`src/hdl/kplock_pkg.sv`:
```
// ----------------------------------------------------------------------------
// kplock_pkg - shared types and constants for the keypad PIN lock
// Key codes, mode and status encodings, PIN length and default PIN.
// ----------------------------------------------------------------------------
package kplock_pkg;

  // number of keys in one PIN
  localparam int PIN_LENGTH = 4;
  localparam int CNT_W      = (PIN_LENGTH > 1) ? $clog2(PIN_LENGTH) : 1;

  localparam logic [CNT_W-1:0] LAST_IDX = CNT_W'(PIN_LENGTH - 1);

  // keypad codes
  localparam logic [7:0] KEY_STAR = 8'd42;
  localparam logic [7:0] KEY_HASH = 8'd35;

  // default pin, repeated for longer pins
  localparam logic [7:0] PIN_DEFAULT [4] = '{8'h36, 8'h35, 8'h34, 8'h35};

  typedef enum logic [2:0] {
    MODE_MENU    = 3'd0,
    MODE_OPEN    = 3'd1,
    MODE_OLD     = 3'd2,
    MODE_NEW     = 3'd3,
    MODE_GRANTED = 3'd4
  } mode_t;

  typedef enum logic [3:0] {
    ST_IGNORED   = 4'd0,
    ST_ENTER     = 4'd1,
    ST_DIGIT     = 4'd2,
    ST_GRANTED   = 4'd3,
    ST_DENIED    = 4'd4,
    ST_LOCKED    = 4'd5,
    ST_ENTER_NEW = 4'd6,
    ST_SAVED     = 4'd7,
    ST_TRY_AGAIN = 4'd8
  } status_t;

endpackage

```
`src/hdl/keypad_pin_lock_controller.sv`:
```
// ----------------------------------------------------------------------------
// keypad_pin_lock_controller - four-key PIN lock driven by keypad codes
// Opens the relay on a matching PIN, latches an alarm on a wrong opening PIN and
// supports changing the stored PIN after the old one is entered.
// ----------------------------------------------------------------------------
// Each accepted key item's result item is registered and offered in the cycle after the key is taken.
// Throughput: one item per cycle while the output side is not stalled; the mode
// update and PIN compare both complete in the cycle the key is taken, and one
// result register decouples the output side.
// Reset (rst, synchronous): menu mode, relay and LEDs off, alarm clear,
// stored PIN back to 6545; the entry buffer is not cleared.
// ----------------------------------------------------------------------------
module keypad_pin_lock_controller (
  input  logic        clk,
  input  logic        rst,
  input  logic        s_axis_tvalid,
  output logic        s_axis_tready,
  input  logic [7:0]  s_axis_tdata,   // [7:0] key_code
  output logic        m_axis_tvalid,
  input  logic        m_axis_tready,
  output logic [15:0] m_axis_tdata,   // [7:0] echo_key, [8] relay_on, [9] grant_led,
                                      // [10] deny_led, [11] alarm, [15:12] zero
  output logic [3:0]  m_axis_tuser    // [3:0] status
);
  import kplock_pkg::*;

  // state
  mode_t            mode, mode_next;
  logic [CNT_W-1:0] digit_count, digit_count_next;
  logic [7:0]       entry_buffer [PIN_LENGTH];
  logic [7:0]       stored_pin   [PIN_LENGTH];
  logic             relay_reg, relay_next;
  logic             grant_led_reg, grant_led_next;
  logic             deny_led_reg, deny_led_next;
  logic             alarm_reg, alarm_next;

  // result register
  logic             out_valid;
  status_t          out_status;
  logic [7:0]       out_echo;

  // per-item decode
  logic             accept;
  logic             take;
  logic             commit;
  logic             last;
  logic             match;
  status_t          status_next;
  logic [7:0]       echo_next;
  logic [7:0]       entry_full [PIN_LENGTH];

  assign s_axis_tready = !rst && (!out_valid || m_axis_tready);
  assign accept        = s_axis_tvalid && s_axis_tready;
  assign last          = (digit_count == LAST_IDX);

  // completed entry: buffer with the current key in its slot
  always_comb begin
    match = 1'b1;
    for (int i = 0; i < PIN_LENGTH; i++) begin
      entry_full[i] = (CNT_W'(i) == digit_count) ? s_axis_tdata : entry_buffer[i];
      if (entry_full[i] != stored_pin[i]) begin
        match = 1'b0;
      end
    end
  end

  // next mode, flags and result
  always_comb begin
    mode_next        = mode;
    digit_count_next = digit_count;
    relay_next       = relay_reg;
    grant_led_next   = grant_led_reg;
    deny_led_next    = deny_led_reg;
    alarm_next       = alarm_reg;
    take             = 1'b0;
    commit           = 1'b0;
    status_next      = ST_IGNORED;
    echo_next        = 8'd0;
    case (mode)
      MODE_OPEN, MODE_OLD, MODE_NEW: begin
        take = 1'b1;
        if (last) begin
          digit_count_next = '0;
          if (mode == MODE_NEW) begin
            commit      = 1'b1;
            mode_next   = MODE_MENU;
            status_next = ST_SAVED;
          end else if (match) begin
            if (mode == MODE_OPEN) begin
              relay_next     = 1'b1;
              grant_led_next = 1'b1;
              deny_led_next  = 1'b0;
              mode_next      = MODE_GRANTED;
              status_next    = ST_GRANTED;
            end else begin
              mode_next   = MODE_NEW;
              status_next = ST_ENTER_NEW;
            end
          end else begin
            deny_led_next  = 1'b1;
            grant_led_next = 1'b0;
            mode_next      = MODE_MENU;
            if (mode == MODE_OPEN) begin
              alarm_next  = 1'b1;
              status_next = ST_DENIED;
            end else begin
              status_next = ST_TRY_AGAIN;
            end
          end
        end else begin
          digit_count_next = digit_count + 1'b1;
          status_next      = ST_DIGIT;
          echo_next        = s_axis_tdata;
        end
      end
      MODE_GRANTED: begin
        if (s_axis_tdata == KEY_HASH) begin
          relay_next     = 1'b0;
          grant_led_next = 1'b1;
          mode_next      = MODE_MENU;
          status_next    = ST_LOCKED;
        end
      end
      default: begin
        mode_next        = MODE_MENU;
        digit_count_next = '0;
        if (s_axis_tdata == KEY_STAR) begin
          mode_next   = MODE_OPEN;
          status_next = ST_ENTER;
        end else if (s_axis_tdata == KEY_HASH) begin
          mode_next   = MODE_OLD;
          status_next = ST_ENTER;
        end
      end
    endcase
  end

  // control state and stored pin
  always_ff @(posedge clk) begin
    if (rst) begin
      mode          <= MODE_MENU;
      digit_count   <= '0;
      relay_reg     <= 1'b0;
      grant_led_reg <= 1'b0;
      deny_led_reg  <= 1'b0;
      alarm_reg     <= 1'b0;
      out_valid     <= 1'b0;
      for (int i = 0; i < PIN_LENGTH; i++) begin
        stored_pin[i] <= PIN_DEFAULT[i % 4];
      end
    end else begin
      if (out_valid && m_axis_tready) begin
        out_valid <= 1'b0;
      end
      if (accept) begin
        mode          <= mode_next;
        digit_count   <= digit_count_next;
        relay_reg     <= relay_next;
        grant_led_reg <= grant_led_next;
        deny_led_reg  <= deny_led_next;
        alarm_reg     <= alarm_next;
        out_valid     <= 1'b1;
        if (commit) begin
          for (int i = 0; i < PIN_LENGTH; i++) begin
            stored_pin[i] <= entry_full[i];
          end
        end
      end
    end
  end

  // entry buffer and result payload
  always_ff @(posedge clk) begin
    if (accept) begin
      out_status <= status_next;
      out_echo   <= echo_next;
      if (take) begin
        entry_buffer[digit_count] <= s_axis_tdata;
      end
    end
  end

  // flags show the registers after the item held in the result register
  assign m_axis_tvalid = out_valid;
  assign m_axis_tuser  = out_status;
  assign m_axis_tdata  = {4'd0, alarm_reg, deny_led_reg, grant_led_reg, relay_reg, out_echo};

endmodule
```
`config.mk`:
```
export PLATFORM = sky130hd
export DESIGN_NAME = keypad_pin_lock_controller
export DESIGN_NICKNAME = d
export VERILOG_FILES = /design/src/hdl/kplock_pkg.sv /design/src/hdl/keypad_pin_lock_controller.sv
export SDC_FILE = /design/constraint.sdc
export NUM_CORES = 1
export LEC_CHECK = 0
export BUFFER_PORTS_ARGS = -buffer_cell sky130_fd_sc_hd__clkbuf_2
export CELL_PAD_IN_SITES_DETAIL_PLACEMENT = 0
export CELL_PAD_IN_SITES_GLOBAL_PLACEMENT = 1
export CORE_MARGIN = 2
export CORE_UTILIZATION = 40
export DETAILED_ROUTE_END_ITERATION = 6
export GPL_TIMING_DRIVEN = 0
export HOLD_SLACK_MARGIN = 0.06
export PLACE_DENSITY_LB_ADDON = 0.1
export REMOVE_ABC_BUFFERS = 1
export SETUP_SLACK_MARGIN = 0.15
export SYNTH_ARGS = -nofsm -noshare
export SYNTH_HDL_FRONTEND = slang
export SYNTH_SLANG_ARGS = --single-unit
```
`constraint.sdc`:
```
create_clock -name clk -period 2.9 [get_ports clk]
set_input_delay 0.58 -clock clk [delete_from_list [all_inputs] [get_ports clk]]
set_output_delay 0.58 -clock clk [all_outputs]
set_load 0.05 [all_outputs]
```
==> summary.txt, run 1 <==
Yosys
  • Register area share after synthesis: 61.0%
  • Syn Inst Count: about 320
  • Ys async rst share: 0%
  • Ys Warns: 0
  • Avg Cell Area, Syn: approximately 13 um^2
  • Synth top area share: 56.1%
  • Synth area leader: edfxtp_1
  • Top post-synthesis cells by area: edfxtp_1 56%, mux2i_1 7.6%, xnor2_1 7.1%
  • Synth Cell Area: 0.00407 mm^2
  • Synth unique cells: 49
  • Post-synth EDFFs: 76
  • Dominant register cell in the synthesized netlist: edfxtp_1
  • Top-count cell post-synth: edfxtp_1
  • Commonest cells in the netlist: 76 x edfxtp_1, 33 x xnor2_1, 32 x nor2_1
  • Register bit total from synthesis: 86

Floorplan
  • Number of cell rows: 36
  • Core Area: approximately 0.0098 mm^2
  • Die ar.: 0.0110 mm^2
  • Die X: approximately 100 um
  • Die H: 105 um
  • Ports: 34
  • Starting density of the core: around two fifths

Flow run
  • Max Cap Viol: 0

Clocking
  • CTS tree: built
  • Clk_lat worst skew: roughly 0.36 ns
  • Worst-path clk slew: about 0.090 ns
  • Clock Tree Buf Depth: 2
  • CTS H-tree depth: 3
  • Total CTS buffers: 9
  • Clock Sinks: 86
  • CTS root buffer: clkbuf_8

Routing
  • Pre-antenna DRT Iters: 4
  • Iteration-0 DRC Markers: 94
  • DR WL/cell: 18.1 um
  • Final ANT Viol Nets: 0
  • Final wirelength: just over 9000 um
  • DRC Markers: 0
  • Vias per inst: about 5.0
  • Via count: roughly 2500

Timing
  • Slack of the critical path: -0.0712 ns
  • FMAX: 337 MHz
  • Post-layout minimum cycle time: 2.97 ns
  • Min Hold Slack: 0.469 ns
  • Final Max Slew Viols: 0
  • RSZ-0062 raised after global routing: true
  • Worst Skew: 0.0103 ns
  • Worst-Margin Slew: 0.726 ns
  • Final Setup Violations: 2
  • Period utilization: 102%
  • Slew headroom: 51.5%
  • Hold Vio Cnt, Final: 0

Critical path
  • CP endpoint: m_axis_tuser[2]$_DFFE_PP_
  • Critical Path, Cell by Cell: buf_6 > ha_4 > mux2i_4 > xnor2_2 > nor4_4 > nand4_1 > nor2_4 > inv_2 > ha_4 > maj3_1 > nand2_1 > o21ai_1
  • Reg2Reg Depth: 12
  • CP endpoint kind: flip-flop
  • Worst-path fanout max: 7
  • Critical path type: flip-flop to flip-flop
  • Reg2reg start: digit_count[0]$_SDFFE_PP0P_
  • Arrival @ worst endpoint: 3.08 ns
  • CP max-delay cell: dfxtp_4
  • Worst stage delay on the critical path: roughly 0.39 ns
  • Startpoint types: flip-flop
  • Flop-to-flop setup slack: -0.07 ns
  • R2r endpoint: m_axis_tuser[2]$_DFFE_PP_
  • Setup crit start: digit_count[0]$_SDFFE_PP0P_
  • Most used cell, CP: ha_4
  • Worst EP required: 3.01 ns

Finish
  • Diode count: 0
  • Final Instance Count excl. Fillers: a little over 500
  • Share of cells above drive strength 1: 32.4%
  • Nets: 384
  • Area Overhead vs Synth: 23.6%
  • Top flop regs: entry_buffer x32, stored_pin x32, out_echo x8

Global routing
  • Largest net degree at the start of global routing: 33
  • Vias in the first global route: 2433
  • Initial antenna violation count: 0
  • Gr usage total: 17.2%
  • First-pass GRT wire length: 14000 um
  • Global-route congestion overflow total: 0

Place
  • Port Buffers: 29
  • Place WS: -0.991 ns
  • Final RePlAce weighted congestion: between 0.7 and 0.8
  • Hpwl dp: about 5400 um
  • Placed Cells: between 400 and 500

Power
  • Sw frac: 24.3%
  • Clock Power Share: 36.1%
  • Pwr per Cell Area: 469 mW/mm^2
  • Leakage: 1.67 nW
  • Peak supply drop: 0.190 mV
  • Internal: 1.79 mW
  • Reg power frac: 57.8%
  • Combinational share of power: 6.1%
  • Power Total: ~2.4 mW
  • Net switching power: 573 uW

Worst hold path
  • Worst hold path type: flip-flop to flip-flop

Outcome
  • Status: finished, violations left
  • Failing checks: negative setup slack
through the flow:
| step | cell area [um^2] | TNS, ns | util, % |
|---|---|---|---|
| after floorplan | 3940 | -23.46 | - |
| after global placement | 4260 | -52.13 | 43.3 |
| after detailed placement | 4260 | -36.65 | 43.4 |
| after CTS | 4790 | -0.226 | 48.8 |
| after global routing | 5030 | -0.740 | 51.2 |
| final | 5030 | -0.105 | 51.2 |
area by class of cell:
| class | count | area, um^2 |
|---|---|---|
| Clock inverter | 6 | 61.3 |
| Clock buffer | 10 | 128 |
| Multi-Input combinational cell | 205 | 1770 |
| Timing Repair Buffer | 54 | 380 |
| Fill cell | 914 | 4790 |
| Sequential cell | 86 | 2490 |
| Tap cell | 133 | 166 |
| Inverter | 9 | 33.8 |
metal layers:
layer / track usage, % / part of all wire [%]
met1: 24.9 / 51
met2: 25.3 / 45
met3: 3.37 / 2.7
met4: 6.86 / 1.7
met5: 0 / 0
critical path: cells and delay by family (launching register included):
kind | cells | cell delay (ns)
compound gates | 1 | 0.06
xor+xnor | 1 | 0.13
fa+ha+maj | 3 | 0.78
buf+inv | 2 | 0.17
flops | 1 | 0.39
mux | 1 | 0.29
simple gates | 4 | 0.90
power by group through the flow:
stage / logic, mW / clock network, mW / registers, mW
2_1_floorplan: 0.0591 / 0 / 1.42
3_3_place_gp: 0.132 / 0 / 1.40
3_5_place_dp: 0.133 / 0 / 1.40
4_1_cts: 0.140 / 0.870 / 1.36
5_1_grt: 0.156 / 0.924 / 1.37
6_report: 0.144 / 0.852 / 1.37
kinds of logic (layout without fill, tap and decap cells):
family	Yosys count	count (layout)	synth area share, %
flops	86	86	61.0
buf+inv	29	79	4.21
xor+xnor	34	34	7.32
compound gates	26	26	4.58
simple gates	100	100	12.1
fa+ha+maj	8	8	2.40
other cells	1	4	0.0921
mux	33	33	8.30
cells in the final DEF, fill, tap and decap left out, drive strengths merged, types with 2 or more instances in the layout:
cell | synthesis | layout
nand4 | 3 | 3
a21oi | 4 | 4
clkbuf | 6 | 39
and3 | 2 | 2
conb | 1 | 4
inv | 9 | 10
o21ai | 6 | 6
mux2i | 33 | 33
ha | 7 | 7
nand2 | 28 | 28
o21bai | 2 | 2
nand3 | 2 | 2
nor2b | 2 | 2
dfxtp | 10 | 10
and2 | 12 | 12
buf | 14 | 25
nor3 | 2 | 2
nor4b | 2 | 2
clkinv | 0 | 3
xnor2 | 33 | 33
nor2 | 33 | 33
edfxtp | 76 | 76
a22oi | 2 | 2
o2bb2ai | 2 | 2
nor4 | 8 | 8
timing repair:
action | 4_1_cts | 5_1_grt
hold buffers | 0 | 0
pin swaps | 9 | 11
setup endpoints to repair | 60 | 7
setup buffers | 22 | 3
endpoints found under the hold margin | 0 | 0
resized for setup | 36 | 41
how the worst min path moves through the flow:
stage                                      startpoint                           to  slack [ns]  cells after the start
final                          alarm_reg$_SDFFE_PP0P_       alarm_reg$_SDFFE_PP0P_        0.47                      1
after global routing                    s_axis_tvalid   m_axis_tvalid$_SDFFE_PP0P_        0.49                      3
after CTS                               s_axis_tvalid   m_axis_tvalid$_SDFFE_PP0P_        0.46                      3
after detailed placement       alarm_reg$_SDFFE_PP0P_       alarm_reg$_SDFFE_PP0P_        0.45                      1
after global placement         alarm_reg$_SDFFE_PP0P_       alarm_reg$_SDFFE_PP0P_        0.45                      1
after floorplan           digit_count[1]$_SDFFE_PP0P_  digit_count[1]$_SDFFE_PP0P_        0.52                      2
Note: power is estimated with default switching activity, not from simulation.
==> inputs of run 2 (changes only) <==
--- a/config.mk
+++ b/config.mk
@@ -8,6 +8,7 @@
 export BUFFER_PORTS_ARGS = -buffer_cell sky130_fd_sc_hd__clkbuf_2
 export CELL_PAD_IN_SITES_DETAIL_PLACEMENT = 0
 export CELL_PAD_IN_SITES_GLOBAL_PLACEMENT = 1
+export CORE_ASPECT_RATIO = 0.6
 export CORE_MARGIN = 2
 export CORE_UTILIZATION = 40
 export DETAILED_ROUTE_END_ITERATION = 6
==> summary.txt, run 2 (synthesis results as in run 1) <==
Outcome
  • Status: finished, violations left
  • Failing checks: negative setup slack

Power
  • Power Total: 2.53 mW (+7.0%)
  • Pwr per Cell Area: 502 mW/mm^2 (+7.0%)
  • Peak supply drop: 0.270 mV (+42%)
  • Leakage: 1.68 nW (+0.75%)

Finish
  • Most frequent cells in the layout: 76 x edfxtp_1, 32 x nor2_1, 30 x xnor2_1, 29 x clkbuf_2, 27 x nand2_1
  • Layout Utilization: 50.9% (-0.29 points)
  • Share of cells above drive strength 1: 29.7% (-2.7 points)
  • Nets: 381 (-0.78%)
  • Commonest non-fill, non-tap cell in the layout: edfxtp_1
  • Top flop regs: entry_buffer x32, stored_pin x32, out_echo x8
  • Final Instance Count excl. Fillers: 502 (-0.20%)
  • Area Overhead vs Synth: 23.7% (about the same)
  • Diode count: 0 (unchanged)

Global routing
  • Largest net degree at the start of global routing: 33 (unchanged)
  • Initial antenna violation count: 0 (unchanged)
  • Global-route congestion overflow total: 0 (unchanged)
  • First-pass GRT wire length: 13700 um (-2.4%)
  • Vias in the first global route: 2217 (-8.9%)
  • Gr usage total: 17.5% (+0.35 points)

Routing
  • DR WL/cell: 18.2 um (+0.33%)
  • Vias per inst: 4.98 (+0.32%)
  • Iteration-0 DRC Markers: 164 (+74%)
  • Final wirelength: 9130 um (+0.13%)
  • Via count: 2498 (+0.12%)
  • Final ANT Viol Nets: 0 (unchanged)
  • DRC Markers: 0 (unchanged)
  • Pre-antenna DRT Iters: 4 (unchanged)

Floorplan
  • Number of cell rows: 28 (-22%)
  • Starting density of the core: 41.2% (-0.25 points)
  • Die X: 134 um (+28%)
  • Core Area: 0.00988 mm^2 (+0.61%)
  • Ports: 34 (unchanged)
  • Die H: 82.1 um (-22%)
  • Die ar.: 0.0110 mm^2 (+0.23%)

Clocking
  • CTS H-tree depth: 3 (unchanged)
  • CTS tree: built
  • Clk_lat worst skew: 0.33 ns (-0.03 ns)
  • Clock Tree Buf Depth: 2 (unchanged)
  • Total CTS buffers: 9 (unchanged)
  • Clock Sinks: 86 (unchanged)
  • CTS root buffer: clkbuf_16
  • Worst-path clk slew: 0.06 ns (-0.03 ns)

Critical path
  • Worst stage delay on the critical path: 0.40 ns (about the same)
  • Worst EP required: 3.13 ns (+0.12 ns)
  • Most used cell, CP: ha_4
  • Arrival @ worst endpoint: 3.21 ns (+0.13 ns)
  • Critical Path, Cell by Cell: inv_4 > ha_4 > buf_8 > mux2i_4 > xnor2_2 > nor4_2 > nand4_1 > nor2_4 > buf_6 > ha_4 > nor3_2 > a21oi_1 > o32ai_2 > a21o_1 > and3_1
  • Delay-heaviest family, CP: simple AND/OR/NAND/NOR gates
  • CP max-delay cell: dfxtp_4
  • Critical path type: flip-flop to flip-flop
  • Worst-path fanout max: 5 (-2)
  • Flop-to-flop setup slack: -0.08 ns (about the same)
  • CP endpoint kind: flip-flop
  • Buf/Inv on CP: 3 (+1)
  • Startpoint types: flip-flop

Worst hold path
  • Worst hold path type: flip-flop to flip-flop

Place
  • Placed Cells: 464 (+0.43%)
  • Final RePlAce weighted congestion: 0.805 (+8.5%)
  • Port Buffers: 29 (unchanged)
  • Place WS: -0.981 ns (+0.00918 ns)
  • Hpwl dp: 6010 um (+11%)

Timing
  • RSZ-0062 raised after global routing: true
  • Slack of the critical path: -0.0813 ns (-0.0101 ns)
  • Final Setup Violations: 2 (unchanged)
  • Slew headroom: 52.3% (+0.81 points)
  • Hold Vio Cnt, Final: 0 (unchanged)
  • Period utilization: 103% (+0.35 points)
  • Final Max Slew Viols: 0 (unchanged)
  • Worst Skew: 0.00333 ns (-0.00696 ns)
  • FMAX: 335 MHz (-0.34%)
  • Worst-Margin Slew: 0.714 ns (-0.0121 ns)
  • Post-layout minimum cycle time: 2.98 ns (+0.0101 ns)
  • Setup TNS: -0.127 ns (-0.0225 ns)

Flow run
  • Max Cap Viol: 0 (unchanged)
run 2: layout make-up:
class,count,area (um^2)
clock inverter,4,23.8
sequential,86,2490
fill,895,4850
inverter,9,38.8
tap,135,169
clock buffer,12,236
multi-input combinational,205,1730
timing repair buffer,51,350
run 2: timing repair:
| action | CTS | global route |
|---|---|---|
| pin swaps | 10 | 14 |
| buffers inserted | 16 | 6 |
| endpoints found under the setup margin | 62 | 8 |
| hold buffers | 0 | 0 |
| gates resized for setup | 46 | 19 |
run 2: per-stage QoR:
stage	instance area, um^2	hold slack (ns)
floorplan	3940	0.518
global placement	4260	0.447
detailed placement	4260	0.448
CTS	4870	0.467
global route	5030	0.491
finish	5030	0.462
run 2: layer usage:
metal  routed length [um]  global-route usage [%]  up-vias
li1                     -                       -     1224
met1                 5020                    28.5     1207
met2                 3470                    22.9       61
met3                  573                    4.09        6
met4                   63                    4.42        0
met5                    0                       0        -
run 2: worst paths after layout:
path              cells after the start                   startpoint                          to
setup / recovery                     15  digit_count[0]$_SDFFE_PP0P_  grant_led_reg$_SDFFE_PP0P_
hold / removal                        1       alarm_reg$_SDFFE_PP0P_      alarm_reg$_SDFFE_PP0P_
setup reg to reg                     15  digit_count[0]$_SDFFE_PP0P_  grant_led_reg$_SDFFE_PP0P_
hold reg to reg                       1       alarm_reg$_SDFFE_PP0P_      alarm_reg$_SDFFE_PP0P_
run 2: where the power goes:
part           leakage, nW  internal (mW)  switching (mW)  total (mW)
registers            0.763           1.36          0.0105        1.37
logic                0.795         0.0371           0.108       0.145
clock network        0.120          0.576           0.437        1.01
==> inputs of run 3 (changes only) <==
--- a/config.mk
+++ b/config.mk
@@ -11,6 +11,7 @@
 export CORE_ASPECT_RATIO = 0.6
 export CORE_MARGIN = 2
 export CORE_UTILIZATION = 40
+export CTS_BUF_LIST = sky130_fd_sc_hd__clkbuf_4
 export DETAILED_ROUTE_END_ITERATION = 6
 export GPL_TIMING_DRIVEN = 0
 export HOLD_SLACK_MARGIN = 0.06
==> summary.txt, run 3 (synthesis results as in run 1) <==
Power
  • Peak supply drop: 0.203 mV (-25%)
  • Pwr per Cell Area: 428 mW/mm^2 (-15%)
  • Power Total: 2.10 mW (-17%)
  • Leakage: 1.61 nW (-3.9%)

Critical path
  • Critical path type: flip-flop to flip-flop
  • Buf/Inv on CP: 5 (+2)
  • Critical Path Stages: 17 (+2)
  • Critical Path, Cell by Cell: inv_4 > ha_4 > buf_12 > buf_6 > mux2i_4 > xnor2_2 > nor4_2 > nand4_1 > buf_6 > nor2_4 > buf_6 > ha_4 > nor3_2 > a21oi_1 > o32ai_2 > a21o_1 > and3_1
  • CP max-delay cell: dfxtp_4
  • Delay-heaviest family, CP: simple AND/OR/NAND/NOR gates
  • Arrival @ worst endpoint: 3.39 ns (+0.18 ns)
  • Reg2Reg Depth: 17 (+2)
  • Worst stage delay on the critical path: 0.41 ns (about the same)
  • Most used cell, CP: buf_6
  • Worst-path fanout max: 5 (unchanged)
  • CP endpoint kind: flip-flop
  • Worst EP required: 3.24 ns (+0.11 ns)
  • Startpoint types: flip-flop

Timing
  • Slew headroom: 51.0% (-1.3 points)
  • Final Max Slew Viols: 0 (unchanged)
  • Post-layout minimum cycle time: 3.05 ns (+0.0656 ns)
  • Hold Vio Cnt, Final: 0 (unchanged)
  • Worst Skew: 0.0180 ns (+0.0146 ns)
  • FMAX: 328 MHz (-2.2%)
  • RSZ-0062 raised after global routing: true
  • Min Hold Slack: 0.389 ns (-0.0729 ns)
  • Slack of the critical path: -0.147 ns (-0.0656 ns)
  • Setup TNS: -0.306 ns (-0.179 ns)
  • Final Setup Violations: 4 (+2)
  • Period utilization: 105% (+2.3 points)
  • Worst-Margin Slew: 0.734 ns (+0.0199 ns)

Routing
  • Via count: 2471 (-1.1%)
  • DR WL/cell: 18.4 um (+1.3%)
  • Final ANT Viol Nets: 0 (unchanged)
  • Pre-antenna DRT Iters: 4 (unchanged)
  • DRC Markers: 0 (unchanged)
  • Iteration-0 DRC Markers: 147 (-10%)
  • Vias per inst: 4.93 (-0.88%)
  • Final wirelength: 9230 um (+1.1%)

Floorplan
  • Starting density of the core: 41.2% (unchanged)
  • Core Area: 0.00988 mm^2 (unchanged)
  • Die ar.: 0.0110 mm^2 (unchanged)
  • Die X: 134 um (unchanged)
  • Die H: 82.1 um (unchanged)
  • Number of cell rows: 28 (unchanged)
  • Ports: 34 (unchanged)

Global routing
  • First-pass GRT wire length: 13800 um (+0.40%)
  • Largest net degree at the start of global routing: 33 (unchanged)
  • Initial antenna violation count: 0 (unchanged)
  • Global-route congestion overflow total: 0 (unchanged)
  • Vias in the first global route: 2245 (+1.3%)
  • Gr usage total: 17.6% (+0.085 points)

Finish
  • Most frequent cells in the layout: 76 x edfxtp_1, 32 x nor2_1, 29 x clkbuf_2, 28 x xnor2_1, 27 x nand2_1
  • Nets: 380 (-0.26%)
  • Top flop regs: entry_buffer x32, stored_pin x32, out_echo x8
  • Area Overhead vs Synth: 20.7%
  • Final Instance Count excl. Fillers: 501 (-0.20%)
  • Diode count: 0 (unchanged)
  • Commonest non-fill, non-tap cell in the layout: edfxtp_1
  • Share of cells above drive strength 1: 32.0% (+2.3 points)
  • Filler cell count: 910 (+1.7%)

Clocking
  • CTS tree: built
  • Worst-path clk slew: 0.12 ns (+0.06 ns)
  • Clock Sinks: 86 (unchanged)
  • CTS root buffer: clkbuf_4
  • Hold-fix buffers, CTS: 0 (unchanged)
  • Clk_lat worst skew: 0.45 ns (+0.12 ns)
  • Clock Tree Buf Depth: 2 (unchanged)
  • CTS H-tree depth: 3 (unchanged)
  • Total CTS buffers: 9 (unchanged)

Place
  • Hpwl dp: 6010 um (unchanged)
  • Placed Cells: 464 (unchanged)
  • Final RePlAce weighted congestion: 0.805 (unchanged)
  • Port Buffers: 29 (unchanged)
  • Place WS: -0.981 ns (unchanged)

Worst hold path
  • WHS Path Cells: 3 (+2)
  • Worst hold path type: primary input to flip-flop

Outcome
  • Status: finished, violations left
  • Failing checks: negative setup slack

Flow run
  • Max Cap Viol: 0 (unchanged)
-- run 3: path summary, 6_finish.rpt --
kind	startpoint	slack [ns]	to
worst max register to register	digit_count[0]$_SDFFE_PP0P_	-0.15	grant_led_reg$_SDFFE_PP0P_
worst min register to register	alarm_reg$_SDFFE_PP0P_	0.47	alarm_reg$_SDFFE_PP0P_
worst min-delay path	s_axis_tvalid	0.39	m_axis_tvalid$_SDFFE_PP0P_
worst max-delay path	digit_count[0]$_SDFFE_PP0P_	-0.15	grant_led_reg$_SDFFE_PP0P_
-- run 3: through the flow --
stage	area (um^2)	utilization, %
final	4910	49.7
after global routing	4910	49.7
after detailed placement	4260	43.1
after global placement	4260	43.1
after CTS	4720	47.8
after floorplan	3940	-
-- run 3: area by class of cell --
type	count	area, um^2	share of cell area, %
well taps	135	169	3.44
inverters	9	38.8	0.790
clock buffers	12	90.1	1.83
repair buffers	50	347	7.06
clock inverters	4	23.8	0.484
flip-flops and latches	86	2490	50.7
multi-input cells	205	1750	35.7
-- run 3: timing repair --
item	CTS	global route
endpoints found under the setup margin	62	8
pin swaps	14	17
gates resized for setup	44	30
buffers inserted	16	5
-- run 3: layer usage --
metal | GRT usage, % | up-vias | wire length, um
met5 | 0 | - | 0
met4 | 4.63 | 0 | 46
met3 | 4.70 | 5 | 530
met1 | 28.2 | 1174 | 5150
li1 | - | 1221 | -
met2 | 23.0 | 71 | 3500
-- run 3: worst min-delay path: cells and delay by family --
family / cells / cell delay, ns
buffers and inverters: 1 / 0.11
and+or+nand+nor: 2 / 0.11
-- run 3: power breakdown --
group / switching, mW / total [mW] / internal [mW]
Sequential: 0.0109 / 1.37 / 1.36
Clock: 0.389 / 0.590 / 0.201
Combinational: 0.109 / 0.145 / 0.0362
